**config.mk**
```make
export PLATFORM = sky130hd
export DESIGN_NAME = nixie_cathode_scrub_sequencer_flat
export DESIGN_NICKNAME = d
export VERILOG_FILES = /design/src/rtl/core/nxs_pkg.sv /design/src/rtl/core/nxs_req_if.sv /design/src/rtl/core/nxs_rsp_if.sv /design/src/rtl/core/nixie_cathode_scrub_sequencer.sv /design/src/rtl/core/nxs_csr.sv /design/src/rtl/core/nxs_step.sv /design/src/flat_wrapper.sv
export SDC_FILE = /design/constraint.sdc
export NUM_CORES = 1
export LEC_CHECK = 0
export BUFFER_PORTS_ARGS = -buffer_cell sky130_fd_sc_hd__buf_4
export CAP_MARGIN = 40
export CORE_MARGIN = 2
export CORE_UTILIZATION = 33
export CTS_BUF_LIST = sky130_fd_sc_hd__clkbuf_4 sky130_fd_sc_hd__clkbuf_8 sky130_fd_sc_hd__clkbuf_16
export DETAILED_ROUTE_END_ITERATION = 10
export PLACE_DENSITY = 0.44
export SETUP_SLACK_MARGIN = 0.4
export SYNTH_ARGS = -nofsm -noshare
export SYNTH_HDL_FRONTEND = slang
export SYNTH_HIERARCHICAL = 1
export SYNTH_SLANG_ARGS = --single-unit
```
**constraint.sdc**
```tcl
create_clock -name clock -period 16.34 [get_ports clock]
set_input_delay 2.451 -clock clock [delete_from_list [all_inputs] [get_ports clock]]
set_output_delay 2.451 -clock clock [all_outputs]
set_load 0.05 [all_outputs]
```
**src/rtl/core/nxs_pkg.sv**
```systemverilog
// ----------------------------------------------------------------------------
// nxs_pkg
// Shared types, constants and helpers for the nixie cathode scrub sequencer.
// ----------------------------------------------------------------------------
package nxs_pkg;

   localparam int TIME_W        = 40;
   localparam int BRIGHT_W      = 8;
   localparam int DIGIT_W       = 4;
   localparam int STEP_W        = 8;
   localparam int PERIOD_W      = 17;
   localparam int DURATION_W    = 22;
   localparam int PERIOD_MS_W   = 27;
   localparam int CSR_DATA_W    = 22;
   localparam int CSR_INDEX_W   = 1;
   localparam int DIGIT_PORTS   = 6;

   localparam int TUBE_COUNT       = 6;
   localparam int STEP_INTERVAL_MS = 120;
   localparam int MS_PER_SECOND    = 1000;

   localparam logic [PERIOD_W-1:0]   RESET_PERIOD_SECONDS = PERIOD_W'(600);
   localparam logic [DURATION_W-1:0] RESET_DURATION_MS    = DURATION_W'(12000);
   localparam logic [BRIGHT_W-1:0]   SCRUB_BRIGHTNESS     = BRIGHT_W'(255);

   localparam logic [CSR_INDEX_W-1:0] CSR_PERIOD_SECONDS  = 1'b0;
   localparam logic [CSR_INDEX_W-1:0] CSR_DURATION_MILLIS = 1'b1;

   localparam logic ACTION_TICK    = 1'b0;
   localparam logic ACTION_TRIGGER = 1'b1;

   typedef logic [TIME_W-1:0]   time_type;
   typedef logic [BRIGHT_W-1:0] bright_type;
   typedef logic [DIGIT_W-1:0]  digit_type;

   typedef struct packed {
      logic       action;
      time_type   now_millis;
      bright_type current_brightness;
   } item_type;

   typedef struct packed {
      logic                             running;
      logic                             digits_update;
      logic [DIGIT_PORTS-1:0][DIGIT_W-1:0] digit;
      logic                             brightness_write;
      bright_type                       brightness_level;
      logic                             colon_off;
   } result_type;

   typedef struct packed {
      logic [PERIOD_MS_W-1:0] period_ms;
      logic [DURATION_W-1:0]  run_len_ms;
   } cfg_type;

   // x mod 10 for x below 1029: quotient by reciprocal 205/2048
   function automatic digit_type mod10(input logic [STEP_W:0] x);
      logic [STEP_W+8:0] prod;
      logic [STEP_W:0]   q;
      logic [STEP_W:0]   r;
      prod = (STEP_W+9)'(x) * (STEP_W+9)'(205);
      q    = (STEP_W+1)'(prod >> 11);
      r    = x - (STEP_W+1)'(q * (STEP_W+1)'(10));
      return DIGIT_W'(r);
   endfunction

endpackage

```
**src/rtl/core/nxs_req_if.sv**
```systemverilog
// ----------------------------------------------------------------------------
// nxs_req_if
// Input item channel: trigger or timestamped tick with current brightness.
// ----------------------------------------------------------------------------
interface nxs_req_if;
   import nxs_pkg::*;

   logic       valid;
   logic       ready;
   logic       action;
   time_type   now_millis;
   bright_type current_brightness;

   modport source (output valid, action, now_millis, current_brightness, input ready);
   modport sink   (input valid, action, now_millis, current_brightness, output ready);

endinterface

```
**src/rtl/core/nxs_rsp_if.sv**
```systemverilog
// ----------------------------------------------------------------------------
// nxs_rsp_if
// Result item channel: display ownership, digit, brightness and colon commands.
// ----------------------------------------------------------------------------
interface nxs_rsp_if;
   import nxs_pkg::*;

   logic       valid;
   logic       ready;
   logic       running;
   logic       digits_update;
   digit_type  digit_zero;
   digit_type  digit_one;
   digit_type  digit_two;
   digit_type  digit_three;
   digit_type  digit_four;
   digit_type  digit_five;
   logic       brightness_write;
   bright_type brightness_level;
   logic       colon_off;

   modport source (output valid, running, digits_update, digit_zero, digit_one,
                   digit_two, digit_three, digit_four, digit_five,
                   brightness_write, brightness_level, colon_off, input ready);
   modport sink   (input valid, running, digits_update, digit_zero, digit_one,
                   digit_two, digit_three, digit_four, digit_five,
                   brightness_write, brightness_level, colon_off, output ready);

endinterface

```
**src/rtl/core/nixie_cathode_scrub_sequencer.sv**
```systemverilog
// ----------------------------------------------------------------------------
// nixie_cathode_scrub_sequencer
// Top level: input register, scrub decision logic, result register.
// ----------------------------------------------------------------------------
// Takes one item per clock unless stalled and returns exactly one result per
// item: it is captured in an input register, decided against the run state in
// one pass of compare-and-select logic, and lands in a result register once it
// is empty or being read. The input side keeps accepting while a result waits,
// if the input register is empty or can move forward. Configuration writes take
// effect on the next clock and should be made while no items are in flight.
module nixie_cathode_scrub_sequencer (
   input  logic                            clock,
   input  logic                            reset,
   nxs_req_if.sink                         req_chan,
   nxs_rsp_if.source                       rsp_chan,
   input  logic                            csr_write_en,
   input  logic [nxs_pkg::CSR_INDEX_W-1:0] csr_index,
   input  logic [nxs_pkg::CSR_DATA_W-1:0]  csr_write_data
);
   import nxs_pkg::*;

   cfg_type    cfg;
   logic       s1_valid_ff, s1_valid_in;
   item_type   s1_item_ff, s1_item_in;
   logic       rsp_valid_ff, rsp_valid_in;
   result_type rsp_data_ff, rsp_data_in;
   result_type step_result;
   logic       advance;
   logic       req_take;

   nxs_csr u_csr (
      .clock          (clock),
      .reset          (reset),
      .csr_write_en   (csr_write_en),
      .csr_index      (csr_index),
      .csr_write_data (csr_write_data),
      .cfg            (cfg)
   );

   nxs_step u_step (
      .clock   (clock),
      .reset   (reset),
      .advance (advance),
      .item    (s1_item_ff),
      .cfg     (cfg),
      .result  (step_result)
   );

   assign advance        = s1_valid_ff && (!rsp_valid_ff || rsp_chan.ready);
   assign req_chan.ready = !s1_valid_ff || advance;
   assign req_take       = req_chan.valid && req_chan.ready;

   always_comb begin
      s1_valid_in  = s1_valid_ff;
      s1_item_in   = s1_item_ff;
      rsp_valid_in = rsp_valid_ff;
      rsp_data_in  = rsp_data_ff;
      if (req_chan.ready) begin
         s1_valid_in = req_chan.valid;
      end
      if (req_take) begin
         s1_item_in.action             = req_chan.action;
         s1_item_in.now_millis         = req_chan.now_millis;
         s1_item_in.current_brightness = req_chan.current_brightness;
      end
      if (advance) begin
         rsp_valid_in = 1'b1;
         rsp_data_in  = step_result;
      end else if (rsp_chan.ready) begin
         rsp_valid_in = 1'b0;
      end
   end

   always_ff @(posedge clock) begin
      if (reset) begin
         s1_valid_ff  <= 1'b0;
         rsp_valid_ff <= 1'b0;
      end else begin
         s1_valid_ff  <= s1_valid_in;
         rsp_valid_ff <= rsp_valid_in;
      end
      s1_item_ff  <= s1_item_in;
      rsp_data_ff <= rsp_data_in;
   end

   assign rsp_chan.valid            = rsp_valid_ff;
   assign rsp_chan.running          = rsp_data_ff.running;
   assign rsp_chan.digits_update    = rsp_data_ff.digits_update;
   assign rsp_chan.digit_zero       = rsp_data_ff.digit[0];
   assign rsp_chan.digit_one        = rsp_data_ff.digit[1];
   assign rsp_chan.digit_two        = rsp_data_ff.digit[2];
   assign rsp_chan.digit_three      = rsp_data_ff.digit[3];
   assign rsp_chan.digit_four       = rsp_data_ff.digit[4];
   assign rsp_chan.digit_five       = rsp_data_ff.digit[5];
   assign rsp_chan.brightness_write = rsp_data_ff.brightness_write;
   assign rsp_chan.brightness_level = rsp_data_ff.brightness_level;
   assign rsp_chan.colon_off        = rsp_data_ff.colon_off;

   a_ready_when_out_empty: assert property (@(posedge clock) disable iff (reset)
      !rsp_valid_ff |-> req_chan.ready)
      else $error("input stalled with empty result register");

   a_colon_with_brightness: assert property (@(posedge clock) disable iff (reset)
      rsp_valid_ff && rsp_data_ff.colon_off |-> rsp_data_ff.brightness_write)
      else $error("colon off without brightness write");

   a_digits_only_running: assert property (@(posedge clock) disable iff (reset)
      rsp_valid_ff && rsp_data_ff.digits_update |-> rsp_data_ff.running)
      else $error("digit update while not running");

   a_digits_quiet: assert property (@(posedge clock) disable iff (reset)
      rsp_valid_ff && !rsp_data_ff.digits_update |-> rsp_data_ff.digit == '0)
      else $error("digits nonzero without update");

endmodule

```
**src/rtl/core/nxs_csr.sv**
```systemverilog
// ----------------------------------------------------------------------------
// nxs_csr
// Configuration registers; the period is held pre-scaled to milliseconds.
// ----------------------------------------------------------------------------
module nxs_csr (
   input  logic                            clock,
   input  logic                            reset,
   input  logic                            csr_write_en,
   input  logic [nxs_pkg::CSR_INDEX_W-1:0] csr_index,
   input  logic [nxs_pkg::CSR_DATA_W-1:0]  csr_write_data,
   output nxs_pkg::cfg_type                cfg
);
   import nxs_pkg::*;

   logic [PERIOD_MS_W-1:0] period_ms_ff;
   logic [PERIOD_MS_W-1:0] period_ms_in;
   logic [DURATION_W-1:0]  duration_ff;
   logic [DURATION_W-1:0]  duration_in;

   always_comb begin
      period_ms_in = period_ms_ff;
      duration_in  = duration_ff;
      if (csr_write_en) begin
         case (csr_index)
            CSR_PERIOD_SECONDS: begin
               period_ms_in = PERIOD_MS_W'(csr_write_data[PERIOD_W-1:0])
                              * PERIOD_MS_W'(MS_PER_SECOND);
            end
            CSR_DURATION_MILLIS: begin
               duration_in = csr_write_data[DURATION_W-1:0];
            end
            default: begin
               period_ms_in = period_ms_ff;
            end
         endcase
      end
   end

   always_ff @(posedge clock) begin
      if (reset) begin
         period_ms_ff <= PERIOD_MS_W'(RESET_PERIOD_SECONDS) * PERIOD_MS_W'(MS_PER_SECOND);
         duration_ff  <= RESET_DURATION_MS;
      end else begin
         period_ms_ff <= period_ms_in;
         duration_ff  <= duration_in;
      end
   end

   assign cfg.period_ms  = period_ms_ff;
   assign cfg.run_len_ms = duration_ff;

endmodule

```
**src/rtl/core/nxs_step.sv**
```systemverilog
// ----------------------------------------------------------------------------
// nxs_step
// Scrub run state and the per-item decision logic; state commits on advance.
// ----------------------------------------------------------------------------
module nxs_step (
   input  logic                clock,
   input  logic                reset,
   input  logic                advance,
   input  nxs_pkg::item_type   item,
   input  nxs_pkg::cfg_type    cfg,
   output nxs_pkg::result_type result
);
   import nxs_pkg::*;

   logic                 run_ff, run_in;
   logic                 pend_ff, pend_in;
   time_type             start_ff, start_in;
   time_type             end_ff, end_in;
   time_type             step_time_ff, step_time_in;
   logic [STEP_W-1:0]    step_ff, step_in;
   bright_type           saved_ff, saved_in;

   logic                 is_trig;
   logic                 auto_go;
   logic                 live;
   logic                 done;
   logic                 step_hit;
   time_type             start_eff;
   time_type             step_base_time;
   logic [STEP_W-1:0]    step_base;
   bright_type           saved_eff;
   time_type             el_end;
   time_type             el_run;
   time_type             el_step;

   always_comb begin
      is_trig        = (item.action == ACTION_TRIGGER);
      el_end         = item.now_millis - end_ff;
      auto_go        = !is_trig && !run_ff && (cfg.period_ms != '0)
                       && (el_end >= TIME_W'(cfg.period_ms));
      live           = !is_trig && (run_ff || auto_go);
      start_eff      = (auto_go || pend_ff) ? item.now_millis : start_ff;
      el_run         = item.now_millis - start_eff;
      done           = live && (el_run >= TIME_W'(cfg.run_len_ms));
      step_base_time = auto_go ? '0 : step_time_ff;
      step_base      = auto_go ? '0 : step_ff;
      saved_eff      = auto_go ? item.current_brightness : saved_ff;
      el_step        = item.now_millis - step_base_time;
      step_hit       = live && !done && (el_step >= TIME_W'(STEP_INTERVAL_MS));
   end

   always_comb begin
      result = '0;
      if (is_trig) begin
         result.running          = 1'b1;
         result.brightness_write = 1'b1;
         result.brightness_level = SCRUB_BRIGHTNESS;
         result.colon_off        = 1'b1;
      end else if (live) begin
         result.colon_off = auto_go;
         if (done) begin
            result.brightness_write = 1'b1;
            result.brightness_level = saved_eff;
         end else begin
            result.running          = 1'b1;
            result.brightness_write = auto_go;
            result.brightness_level = auto_go ? SCRUB_BRIGHTNESS : '0;
            result.digits_update    = step_hit;
            for (int i = 0; i < DIGIT_PORTS; i++) begin
               if (step_hit && (i < TUBE_COUNT)) begin
                  result.digit[i] = mod10({1'b0, step_base} + (STEP_W+1)'(i));
               end
            end
         end
      end
   end

   always_comb begin
      run_in       = run_ff;
      pend_in      = pend_ff;
      start_in     = start_ff;
      end_in       = end_ff;
      step_time_in = step_time_ff;
      step_in      = step_ff;
      saved_in     = saved_ff;
      if (advance) begin
         if (is_trig) begin
            run_in       = 1'b1;
            pend_in      = 1'b1;
            start_in     = '0;
            step_time_in = '0;
            step_in      = '0;
            saved_in     = item.current_brightness;
         end else if (live) begin
            run_in       = !done;
            pend_in      = 1'b0;
            start_in     = start_eff;
            saved_in     = saved_eff;
            step_time_in = step_hit ? item.now_millis : step_base_time;
            step_in      = step_hit ? step_base + STEP_W'(1) : step_base;
            if (done) begin
               end_in = item.now_millis;
            end
         end
      end
   end

   always_ff @(posedge clock) begin
      if (reset) begin
         run_ff       <= 1'b0;
         pend_ff      <= 1'b0;
         start_ff     <= '0;
         end_ff       <= '0;
         step_time_ff <= '0;
         step_ff      <= '0;
         saved_ff     <= '0;
      end else begin
         run_ff       <= run_in;
         pend_ff      <= pend_in;
         start_ff     <= start_in;
         end_ff       <= end_in;
         step_time_ff <= step_time_in;
         step_ff      <= step_in;
         saved_ff     <= saved_in;
      end
   end

endmodule

```
**src/flat_wrapper.sv**
```systemverilog
// flat-port wrapper written by rule: the top's interface ports become plain ports
module nixie_cathode_scrub_sequencer_flat import nxs_pkg::*;
  (clock, reset, csr_write_en, csr_index, csr_write_data, req_chan_valid, req_chan_action, req_chan_now_millis, req_chan_current_brightness, req_chan_ready, rsp_chan_valid, rsp_chan_running, rsp_chan_digits_update, rsp_chan_digit_zero, rsp_chan_digit_one, rsp_chan_digit_two, rsp_chan_digit_three, rsp_chan_digit_four, rsp_chan_digit_five, rsp_chan_brightness_write, rsp_chan_brightness_level, rsp_chan_colon_off, rsp_chan_ready);
  nxs_req_if req_chan_i ();
  nxs_rsp_if rsp_chan_i ();
  input  logic clock;
  input  logic reset;
  input  logic csr_write_en;
  input  logic [nxs_pkg::CSR_INDEX_W-1:0] csr_index;
  input  logic [nxs_pkg::CSR_DATA_W-1:0] csr_write_data;
  input wire logic [$bits(req_chan_i.valid)-1:0] req_chan_valid;
  input wire logic [$bits(req_chan_i.action)-1:0] req_chan_action;
  input wire logic [$bits(req_chan_i.now_millis)-1:0] req_chan_now_millis;
  input wire logic [$bits(req_chan_i.current_brightness)-1:0] req_chan_current_brightness;
  output wire logic [$bits(req_chan_i.ready)-1:0] req_chan_ready;
  output wire logic [$bits(rsp_chan_i.valid)-1:0] rsp_chan_valid;
  output wire logic [$bits(rsp_chan_i.running)-1:0] rsp_chan_running;
  output wire logic [$bits(rsp_chan_i.digits_update)-1:0] rsp_chan_digits_update;
  output wire logic [$bits(rsp_chan_i.digit_zero)-1:0] rsp_chan_digit_zero;
  output wire logic [$bits(rsp_chan_i.digit_one)-1:0] rsp_chan_digit_one;
  output wire logic [$bits(rsp_chan_i.digit_two)-1:0] rsp_chan_digit_two;
  output wire logic [$bits(rsp_chan_i.digit_three)-1:0] rsp_chan_digit_three;
  output wire logic [$bits(rsp_chan_i.digit_four)-1:0] rsp_chan_digit_four;
  output wire logic [$bits(rsp_chan_i.digit_five)-1:0] rsp_chan_digit_five;
  output wire logic [$bits(rsp_chan_i.brightness_write)-1:0] rsp_chan_brightness_write;
  output wire logic [$bits(rsp_chan_i.brightness_level)-1:0] rsp_chan_brightness_level;
  output wire logic [$bits(rsp_chan_i.colon_off)-1:0] rsp_chan_colon_off;
  input wire logic [$bits(rsp_chan_i.ready)-1:0] rsp_chan_ready;
  assign req_chan_i.valid = req_chan_valid;
  assign req_chan_i.action = req_chan_action;
  assign req_chan_i.now_millis = req_chan_now_millis;
  assign req_chan_i.current_brightness = req_chan_current_brightness;
  assign req_chan_ready = req_chan_i.ready;
  assign rsp_chan_valid = rsp_chan_i.valid;
  assign rsp_chan_running = rsp_chan_i.running;
  assign rsp_chan_digits_update = rsp_chan_i.digits_update;
  assign rsp_chan_digit_zero = rsp_chan_i.digit_zero;
  assign rsp_chan_digit_one = rsp_chan_i.digit_one;
  assign rsp_chan_digit_two = rsp_chan_i.digit_two;
  assign rsp_chan_digit_three = rsp_chan_i.digit_three;
  assign rsp_chan_digit_four = rsp_chan_i.digit_four;
  assign rsp_chan_digit_five = rsp_chan_i.digit_five;
  assign rsp_chan_brightness_write = rsp_chan_i.brightness_write;
  assign rsp_chan_brightness_level = rsp_chan_i.brightness_level;
  assign rsp_chan_colon_off = rsp_chan_i.colon_off;
  assign rsp_chan_i.ready = rsp_chan_ready;
  nixie_cathode_scrub_sequencer u_core (.clock(clock), .reset(reset), .req_chan(req_chan_i), .rsp_chan(rsp_chan_i), .csr_write_en(csr_write_en), .csr_index(csr_index), .csr_write_data(csr_write_data));
endmodule
```
Word-level counts from Yosys, hierarchy flattened

Index checks and enable logic that the tools add are counted.

Flip-flop bits (word level): 271
Input bits: 77
Output and inout port bits: 38
Logic and storage cells: 117

Add/subtract/negate cells: 15
Multiply operators: 13
$lt $le $gt $ge: 3
Muxes and demuxes: 30
Bitwise operators: 4
Reductions and logical operators: 27

Operator list:

| kind                                                                    | number |
|---|---|
| 40-bit 2-to-1 mux                                                       | 7 |
| 40-bit subtractor                                                       | 3 |
| 9-bit by 8-bit multiplier with 17-bit output (second input constant)    | 5 |
| 8-bit 2-to-1 mux                                                        | 8 |
| 40-bit by 22-bit >= comparator with 1-bit output                        | 1 |
| 40-bit by 27-bit >= comparator with 1-bit output                        | 1 |
| 40-bit by 7-bit >= comparator with 1-bit output (second input constant) | 1 |
| 36-bit 2-to-1 mux                                                       | 1 |
| 6-bit by 3-bit multiplier with 3-bit output (second input constant)     | 5 |
| 27-bit nonzero test                                                     | 1 |
| 26-bit 2-to-1 mux                                                       | 1 |
| 17-bit by 7-bit multiplier with 24-bit output (second input constant)   | 1 |
| 4-bit 2-to-1 mux                                                        | 6 |
| 4-bit subtractor                                                        | 6 |
| 8-bit by 2-bit adder with 9-bit output (second input constant)          | 2 |
| 8-bit by 3-bit adder with 9-bit output (second input constant)          | 2 |
| 8-bit by 8-bit multiplier with 16-bit output (second input constant)    | 1 |
| 8-bit by 1-bit adder with 9-bit output (second input constant)          | 1 |
| 1-bit logical AND                                                       | 9 |
| 9-bit 2-to-1 mux                                                        | 1 |
| 8-bit by 1-bit adder with 8-bit output (second input constant)          | 1 |
| 1-bit 2-to-1 mux                                                        | 6 |
| 2-bit AND reduction                                                     | 3 |
| 1-bit logical NOT                                                       | 5 |
| other kinds (7)                                                         | 14 |

Longest topological paths before layout

Gate-level depths: netlist of run 1.

Depth in word-level cells: 15
Depth in mapped cells: 57
Mapped depth without buffers: 55

Modules after synthesis

The synthesis of run 1 kept the hierarchy.

By module, submodules not included:

| module                        | instances | cells each | area an instance (um^2) | seq. area each (um^2) |
|---|---|---|---|---|
| nxs_step                      | 1         | 2666       | 21000.1                 | 2762.6 |
| nxs_csr                       | 1         | 514        | 4564.4                  | 920.9 |
| nixie_cathode_scrub_sequencer | 1         | 95         | 2656.3                  | 2592.5 |

Worst setup path before layout of run 1

No wires, ideal clock.

Kind: flip-flop to flip-flop
Start: register u_core/s1_item_ff[18] (netlist name)
End: register u_core.rsp_data_ff (netlist bit u_core/rsp_chan.digit_three[3]) (data pin)
Setup time: 0.273 ns
Arrival: 11.790 ns
Data required time: 16.067 ns
Slack: 4.276 ns
Cell stages (with the launch flop): 53
Buffers on the path: 4
Clock period less this slack: 12.064 ns
Cells stage by stage: edfxtp_1 ha_1 clkbuf_1 nand4_1 o221a_2 a31oi_1 inv_1 o21ai_0 xor2_1 ha_1 a21oi_1 o32ai_1 or3_1 a2111oi_0 o31ai_1 nor3_1 nand4_1 or4_4 [17 not listed] inv_1 ha_1 a2111o_1 a2111o_1 and3_1 ha_1 fa_1 xnor2_1 xnor2_1 xnor2_1 inv_1 or4_1 o31a_1 o221ai_1 nor4bb_1 xor2_1 xnor2_1 nor2_1

Cells in the longest elaborated chain, start to end: 13
Elaborated cells on any way between the ends: 24
Classes of those cells: 5 x add/sub; 2 x mul; 3 x order compare; 3 x mux; 2 x bitwise; 9 x reduce/logical

Ends and longest elaborated chain:

| element                                                                    | RTL line                            | source |
|---|---|---|
| start: declaration                                                         | nixie_cathode_scrub_sequencer.sv:24 | `item_type s1_item_ff, s1_item_in;` |
| start signal: assignment                                                   | nixie_cathode_scrub_sequencer.sv:82 | `s1_item_ff <= s1_item_in;` |
| parallel branches: the longest is 13 deep, another holds 40-bit subtractor | --                                  |  |
| end signal: assignment                                                     | nixie_cathode_scrub_sequencer.sv:83 | `rsp_data_ff <= rsp_data_in;` |
| end: declaration                                                           | nixie_cathode_scrub_sequencer.sv:26 | `result_type rsp_data_ff, rsp_data_in;` |

Parallel ways; which one is timed is not known.
A chain may end at the register's enable or synchronous reset.

Worst setup path in the final report of run 1

Start: register u_core/s1_item_ff[16] (netlist name)
End: register u_core.rsp_data_ff (netlist bit u_core/rsp_chan.digit_three[3]) (data pin)

Same word-level chain as after synthesis.

==> results of run 1 <==
==> worst max-delay path: cells and delay by family (launching register included) <==
family / cells / cell delay, ns
AO/OA/AOI/OAI: 15 / 3.75
XOR/XNOR: 6 / 1.20
adder cells (fa/ha/maj): 10 / 4.01
buffers and inverters: 6 / 1.11
flip-flops: 1 / 0.49
AND/OR/NAND/NOR: 11 / 3.09
==> through the flow <==
stage / total power (W) / hold slack, ns / util
floorplan: 0.00160 / 0.435 / -
finish: 0.00275 / 0.455 / 0.371
global route: 0.00296 / 0.486 / 0.371
CTS: 0.00279 / 0.460 / 0.371
detailed placement: 0.00190 / 0.452 / 0.355
global placement: 0.00189 / 0.450 / 0.354
==> final cells by class <==
| class | instances | area [um^2] | area share |
|---|---|---|---|
| Clock buffer | 53 | 1130 | 0.0360 |
| Clock inverter | 17 | 183 | 0.00579 |
| Inverter | 466 | 1750 | 0.0555 |
| Multi-Input combinational cell | 2425 | 19700 | 0.625 |
| Sequential cell | 271 | 6280 | 0.199 |
| Tap cell | 1144 | 1430 | 0.0454 |
| Timing Repair Buffer | 135 | 1060 | 0.0336 |
==> registers in the layout (all words and copies together) (netlist names), 22 cells and up <==
signal                      flops
u_core/u_csr/duration_ff       22
u_core/u_step/start_ff         40
u_core/u_step/end_ff           40
u_core/u_step/step_time_ff     40
u_core/u_csr/period_ms_ff      24
u_core/s1_item_ff              49
==> layer usage <==
layer  vias to the layer above  routed length, um  GRT usage
met5                         -                 21          0
met4                         4               2190     0.0533
met3                       113               2930     0.0245
met2                       436              44000      0.364
met1                     11271              39800      0.254
li1                      11480                  -          -
==> path summary, 6_finish.rpt <==
kind,endpoint,cells after the start,slack (ns)
worst max register to register,u_core/rsp_chan.digit_three[3],48,2.42
worst min-delay path,u_core/u_csr/duration_ff[12],2,0.46
worst max-delay path,u_core/rsp_chan.digit_three[3],48,2.42
worst min register to register,u_core/u_csr/duration_ff[12],2,0.46
==> report_power, final <==
part           internal, W  switching, W  total [W]
Sequential        0.000735     0.0000415   0.000776
Clock             0.000524      0.000344   0.000868
Combinational     0.000434      0.000676    0.00111
==> cell families after synthesis <==
kind of cell    after synthesis  share of synthesized area
compound gates              744                      0.174
xor+xnor                    169                     0.0529
fa+ha+maj                   579                      0.295
buf+inv                     581                     0.0810
flops                       271                      0.222
mux                          96                     0.0341
other cells                   1                   0.000133
simple gates                834                      0.140
==> cell usage in the layout (no fill, tap or decap), types with 14 or more instances in the layout <==
cell	count
nand2b_1	22
o21a_1	33
o211ai_1	21
mux2i_1	95
edfxtp_1	85
dfxtp_1	186
a31oi_1	20
clkbuf_16	41
xor2_1	52
and2_1	16
nor2_1	275
a22o_1	44
inv_1	465
a21o_1	62
nand4_1	49
ha_1	434
a211o_1	15
o21ai_0	103
xnor2_1	116
fa_1	145
o21bai_1	18
nor3_1	42
and3_1	21
buf_4	132
a21oi_1	268
nand3_1	47
nand2_1	244
nor2b_1	30
a211oi_1	14
==> synthesized netlist by cell type (52+ instances only) <==
master      n  area (um^2)
fa_1      145         2900
mux2i_1    95          951
xor2_1     52          455
a21o_1     62          465
clkbuf_1   77          289
ha_1      434         5430
xnor2_1   116         1020
edfxtp_1   85         2550
inv_1     465         1750
o21ai_0   103          515
nor2_1    275         1030
nand2_1   245          920
a21oi_1   268         1340
dfxtp_1   186         3720
==> results_dict.tcl, run 1 <==
set metrics [dict create \
    worstSetupEndpointType "register" \
    setup_slack_ns 2.42 \
    place.gp.congestion 0.898 \
    synth.avg_cell_area_um2 8.62 \
    die_y_um 296 \
    status "finished, final reports clean" \
    routed_via_density 5.17 \
    first_pass_iters 6 \
    yosys_warnings 6 \
    wl_per_cell_um 19.7 \
    cap_violations 0 \
    cts_root_buffer "clkbuf_16" \
    grt_pass1_vias 23862 \
    finalSetupTns_ns 0 \
    synth_area_um2 28200 \
    dp_hpwl_mm 71.4 \
    cts_hold_buf 0 \
    drt-total-wl_mm 89.0 \
    path_max_fanout 16 \
    rows 107 \
    grtUsageTotal 0.202 \
    drive_above_1_share 0.0743 \
    r2r_start "u_core/s1_item_ff[16]" \
    cts_buffers 38 \
    power_density_nw_per_um2 87.3 \
    slew_viol_final 0 \
    dp_cells 4441 \
    placed_area_um2 30200 \
    worstPathArrival_ns 14.23 \
    clock_sinks 271 \
    cts_buffer_depth 3 \
    grt_pass1_wl_mm 138 \
    fin_nets 3993 \
    htreeDepth 2 \
    path_clk_slew_ns 0.06 \
    ys_seq_area_frac 0.222 \
    max-slew-margin-rel 0.400 \
    synthFlopType "dfxtp_1" \
    fin_skew_ns 0.0347 \
    start_kind "register" \
    drt-initial-drc-count 1195 \
    postCtsSetupRepairBufs 0 \
    worst_ep_required_time_ns 16.65 \
    fin_crit_sh 0.852 \
    startpoint "u_core/s1_item_ff[16]" \
    ir_worst_vdd_mv 0.0696 \
    yosysUniqueCellTypes 95 \
    vias 23304 \
    initial_core_util 0.332 \
    synthArstFlopShare 0 \
    cellLeakagePower_nw 14.7 \
    slowest_delay_ns 0.63 \
    hold_viol_final 0 \
    max_freq_mhz 71.8 \
    clk_latency_ns 0.57 \
    ys_ff_latch 271 \
    synth_edf_count 85 \
    critPathKind "reg2reg" \
    grt_overflow 0 \
    synthCells 3275 \
    rsz0062_at_grt "no" \
    antenna_cells 0 \
    cp_slowest_cell "nand2_1" \
    die_w_um 296 \
    finalSetupViolations 0 \
    design.portCount 115 \
    fin_cells 4511 \
    holdCritPathClass "reg2reg" \
    dieArea_um2 87900 \
    fillers 8673 \
    drcViolationCount 0 \
    io_buffers 114 \
    grt_max_degree 72 \
    antenna_found_initial 2 \
    cts_resized 0 \
    cts_tree "done" \
    dp_slack_ns 2.39 \
    area_growth_pct 11.7 \
    floorplan.core_area_um2 85000 \
    post-route-min-period_ns 13.92 \
    worst_slew_pin_slew_ns 0.899 \
    min_from "u_core/u_csr/duration_ff[12]" \
    design_area_um2 31500 \
    ant_nets 0 \
]
Power figures use the tool's default switching activity.
==> run 2, diff against run 1 <==
PLACE_DENSITY = default   (was 0.44)
==> results_dict.tcl, run 2 (synthesis results as in run 1) <==
set metrics [dict create \
    post-route-min-period_ns 13.36 \
    clk_latency_ns 0.58 \
    grtUsageTotal 0.177 \
    grt_pass1_vias 22801 \
    grt_overflow 0 \
    critPathKind "reg2reg" \
    finalSetupViolations 0 \
    holdCritPathClass "reg2reg" \
    grt_max_degree 77 \
    path_clk_slew_ns 0.06 \
    max-slew-margin-rel 0.400 \
    dp_slack_ns 3.06 \
    area_growth_pct 11.3 \
    worstPathArrival_ns 13.67 \
    final_common_cell "inv_1" \
    finalSetupTns_ns 0 \
    htreeDepth 2 \
    wl_per_cell_um 17.1 \
    floorplan.core_area_um2 85000 \
    max_freq_mhz 74.9 \
    cellLeakagePower_nw 14.6 \
    design.portCount 115 \
    die_y_um 296 \
    largest_reg_flops 49 \
    drt-initial-drc-count 1164 \
    cts_buffers 37 \
    first_pass_iters 7 \
    start_kind "register" \
    worst_ep_required_time_ns 16.65 \
    path_max_fanout 15 \
    io_buffers 114 \
    cts_hold_buf 0 \
    fin_crit_sh 0.818 \
    worst_slew_pin_slew_ns 0.896 \
    largest-register "u_core/s1_item_ff" \
    cts_resized 0 \
    antenna_cells 0 \
    fin_skew_ns 0.0366 \
    fillers 8756 \
    final_cell_mix "inv_1 (465), ha_1 (434), nor2_1 (275)" \
    worstSetupEndpointType "register" \
    postCtsSetupRepairBufs 0 \
    antenna_found_initial 1 \
    routed_via_density 5.10 \
    cap_violations 0 \
    clock_sinks 271 \
    drt-total-wl_mm 77.0 \
    die_w_um 296 \
    fin_nets 3990 \
    cts_root_buffer "clkbuf_16" \
    cts_buffer_depth 3 \
    hold_viol_final 0 \
    vias 22975 \
    dp_hpwl_mm 61.6 \
    dieArea_um2 87900 \
    place.gp.congestion 0.936 \
    grt_pass1_wl_mm 123 \
    slowest_delay_ns 0.68 \
    rows 107 \
    initial_core_util 0.332 \
    drive_above_1_share 0.0729 \
    setup_slack_ns 2.98 \
    ir_worst_vdd_mv 0.0783 \
    drcViolationCount 0 \
    power_density_nw_per_um2 85.0 \
    slew_viol_final 0 \
    status "finished, final reports clean" \
    cp_slowest_cell "a31oi_1" \
    cts_tree "done" \
    ant_nets 0 \
    rsz0062_at_grt "no" \
]
run 2: cell types whose count changed in the layout (fill, tap and decap cells not counted), sizes merged:
| cell | delta |
|---|---|
| buf | -2 |
| clkbuf | -9 |
| clkinv | +5 |
| inv | +2 |
run 2: metal layers:
layer | up-vias | wire (um) | GRT usage
met1 | 10973 | 35100 | 0.229
met4 | 0 | 1920 | 0.0504
met5 | - | 0 | 0
met3 | 100 | 2990 | 0.0185
met2 | 433 | 37000 | 0.309
li1 | 11469 | - | -
run 2: layout make-up:
type,count,area [um^2],share of cell area
multi-input combinational,2425,19700,0.627
sequential,271,6280,0.200
inverter,466,1750,0.0557
tap,1144,1430,0.0456
timing repair buffer,133,1030,0.0328
clock buffer,44,991,0.0316
clock inverter,24,238,0.00757
run 2: worst paths after layout:
check                              start                             end  slack (ns)  depth (start not counted)
min          u_core/u_csr/duration_ff[1]     u_core/u_csr/duration_ff[1]        0.45                          2
max                u_core/s1_item_ff[16]  u_core/rsp_chan.digit_three[3]        2.98                         49
min reg2reg  u_core/u_csr/duration_ff[1]     u_core/u_csr/duration_ff[1]        0.45                          2
max reg2reg        u_core/s1_item_ff[16]  u_core/rsp_chan.digit_three[3]        2.98                         49
run 2: worst max-delay path: cells and delay by family, from the launching register on:
kind / cells / cell delay (ns)
adders and majority gates: 10 / 4.02
buffers and inverters: 6 / 1.03
xor gates and xnor gates: 6 / 1.13
and+or+nand+nor: 13 / 3.19
DFF: 1 / 0.50
AOI/OAI and AO/OA: 14 / 3.24
run 2: per-stage QoR:
stage | cell area [um^2] | total power [W] | cells | util | hold slack, ns
floorplan | 28200 | 0.00160 | 3277 | - | 0.435
global placement | 30100 | 0.00186 | 4436 | 0.354 | 0.444
detailed placement | 30200 | 0.00186 | 4439 | 0.355 | 0.448
CTS | 31400 | 0.00270 | 4507 | 0.369 | 0.456
global route | 31400 | 0.00287 | 4507 | 0.369 | 0.472
finish | 31400 | 0.00267 | 4507 | 0.369 | 0.454
run 2: power breakdown:
group / internal (W) / switching, W / total (W)
Combinational: 0.000431 / 0.000650 / 0.00108
Sequential: 0.000735 / 0.0000388 / 0.000774
Clock: 0.000474 / 0.000341 / 0.000816
==> run 3, diff against run 2 <==
clock period = 13.5 ns   (was 16.34 ns; I/O delays follow)
==> results_dict.tcl, run 3 (synthesis results as in run 1) <==
set metrics [dict create \
    fillers 8741 \
    rr_worst_depth 51 \
    final_common_cell "inv_1" \
    floorplan.core_area_um2 85000 \
    status "finished, final reports clean" \
    design_power_total_w 0.00323 \
    setup_slack_ns 1.33 \
    path_clk_slew_ns 0.05 \
    cts_root_buffer "clkbuf_16" \
    hold_viol_final 0 \
    worstPathArrival_ns 12.48 \
    startpoint "u_core/s1_item_ff[9]" \
    clock_sinks 271 \
    dp_hpwl_mm 61.5 \
    cts_tree "done" \
    power.share.sequential 0.290 \
    worstSetupEndpointType "register" \
    r2r_end "u_core/rsp_chan.digit_three[3]" \
    slowest_delay_ns 0.63 \
    grt_pass1_wl_mm 122 \
    finalSetupViolations 0 \
    grt_max_degree 70 \
    clk_latency_ns 0.57 \
    grt_pass1_vias 22767 \
    worst_ep_required_time_ns 13.81 \
    slew_viol_final 0 \
    worst_slew_pin_slew_ns 0.787 \
    start_kind "register" \
    largest-register "u_core/s1_item_ff" \
    cellLeakagePower_nw 14.7 \
    antenna_cells 0 \
    fin_crit_sh 0.902 \
    drcViolationCount 0 \
    rows 107 \
    critPathKind "reg2reg" \
    post-route-min-period_ns 12.17 \
    hold-path-cell-count 2 \
    rsz0062_at_grt "no" \
    p_sw_frac 0.382 \
    wl_per_cell_um 17.0 \
    r2r_start "u_core/s1_item_ff[9]" \
    fin_skew_ns 0.0326 \
    die_w_um 296 \
    vias 23060 \
    die_y_um 296 \
    r2r_slack_ns 1.33 \
    holdCritPathClass "reg2reg" \
    p_comb_frac 0.408 \
    io_buffers 114 \
    placed_area_um2 30200 \
    final_cell_mix "inv_1 (464), ha_1 (433), nor2_1 (275)" \
    p_clk_frac 0.301 \
    grtUsageTotal 0.175 \
    design_area_um2 31500 \
    design.portCount 115 \
    finalSetupTns_ns 0 \
    power_density_nw_per_um2 102 \
    first_pass_iters 5 \
    cap_violations 0 \
    routed_via_density 5.11 \
    fin_nets 4000 \
    largest_reg_flops 49 \
    place.gp.congestion 0.908 \
    crit_top_cell "inv_1" \
    area_growth_pct 11.7 \
    dp_cells 4447 \
    dp_slack_ns 0.841 \
    dieArea_um2 87900 \
    initial_core_util 0.332 \
    path_max_fanout 10 \
    crit_end "u_core/rsp_chan.digit_three[3]" \
    drt-initial-drc-count 1169 \
    grt_overflow 0 \
    fin_cells 4515 \
    switchingPower_w 0.00123 \
    cts_buffers 36 \
    antenna_found_initial 0 \
    cp_slowest_cell "or4_4" \
    ir_worst_vdd_mv 0.136 \
    cts_buffer_depth 3 \
    max-slew-margin-rel 0.473 \
    drive_above_1_share 0.0771 \
    htreeDepth 2 \
    max_freq_mhz 82.2 \
    drt-total-wl_mm 76.7 \
    p_int_w 0.00199 \
    ant_nets 0 \
]
## run 3: cell count changes in the layout (fill, tap and decap cells not counted), moves of 2 or more
| cell | previous run | this run |
|---|---|---|
| buf_4 | 131 | 140 |
| clkbuf_4 | 5 | 9 |
| clkinv_2 | 5 | 1 |
| clkinv_4 | 5 | 2 |
| a31oi_1 | 20 | 18 |
| a31oi_2 | 0 | 2 |
| clkbuf_8 | 2 | 4 |
| clkinv_8 | 2 | 0 |
## run 3: metrics by stage
step	hold WS, ns	util
final	0.453	0.371
after global routing	0.474	0.371
after CTS	0.456	0.370
after detailed placement	0.449	0.356
after global placement	0.445	0.355
after floorplan	0.435	-
## run 3: cell type report
type / instances / area (um^2) / share of cell area
inverters: 466 / 1750 / 0.0556
clock buffers: 51 / 1070 / 0.0341
clock inverters: 14 / 123 / 0.00389
flip-flops and latches: 271 / 6280 / 0.199
well taps: 1144 / 1430 / 0.0454
repair buffers: 144 / 1130 / 0.0360
multi-input cells: 2425 / 19700 / 0.626
## run 3: what timing repair did
action	CTS	global route
endpoints found under the hold margin	0	0
endpoints found under the setup margin	0	32
hold buffers	0	0
resized for setup	0	10
setup buffers	0	3
## run 3: critical path, delay by kind of cell, from the launching register on
kind,cells,cell delay (ns)
xor gates and xnor gates,7,1.18
DFF,1,0.48
adders and majority gates,10,3.76
and+or+nand+nor,13,2.66
AOI/OAI and AO/OA,13,2.96
buffers and inverters,8,0.86
## run 3: layer usage
| metal | global-route usage | wire (um) | vias to the layer above |
|---|---|---|---|
| met5 | 0 | 0 | - |
| met4 | 0.0594 | 2560 | 0 |
| met3 | 0.0225 | 3020 | 123 |
| met2 | 0.300 | 36300 | 467 |
| met1 | 0.226 | 34900 | 10987 |
| li1 | - | - | 11483 |
## run 3: power groups by stage
stage	registers [W]	logic, W	clock network (W)
final	0.000937	0.00132	0.000972
after floorplan	0.000952	0.000980	0
after global placement	0.000951	0.00129	0
after detailed placement	0.000954	0.00131	0
after global routing	0.000944	0.00148	0.00104
after CTS	0.000937	0.00131	0.00101
## run 3: worst min path at each step
stage | slack (ns) | to | startpoint
3_3_place_gp | 0.45 | u_core/u_csr/duration_ff[19] | u_core/u_csr/duration_ff[19]
4_1_cts | 0.46 | u_core/u_csr/duration_ff[12] | u_core/u_csr/duration_ff[12]
6_report | 0.45 | u_core/u_csr/duration_ff[12] | u_core/u_csr/duration_ff[12]
2_1_floorplan | 0.44 | u_core/u_csr/duration_ff[13] | u_core/u_csr/duration_ff[13]
3_5_place_dp | 0.45 | u_core/u_csr/duration_ff[12] | u_core/u_csr/duration_ff[12]
5_1_grt | 0.47 | u_core/u_csr/duration_ff[4] | u_core/u_csr/duration_ff[4]
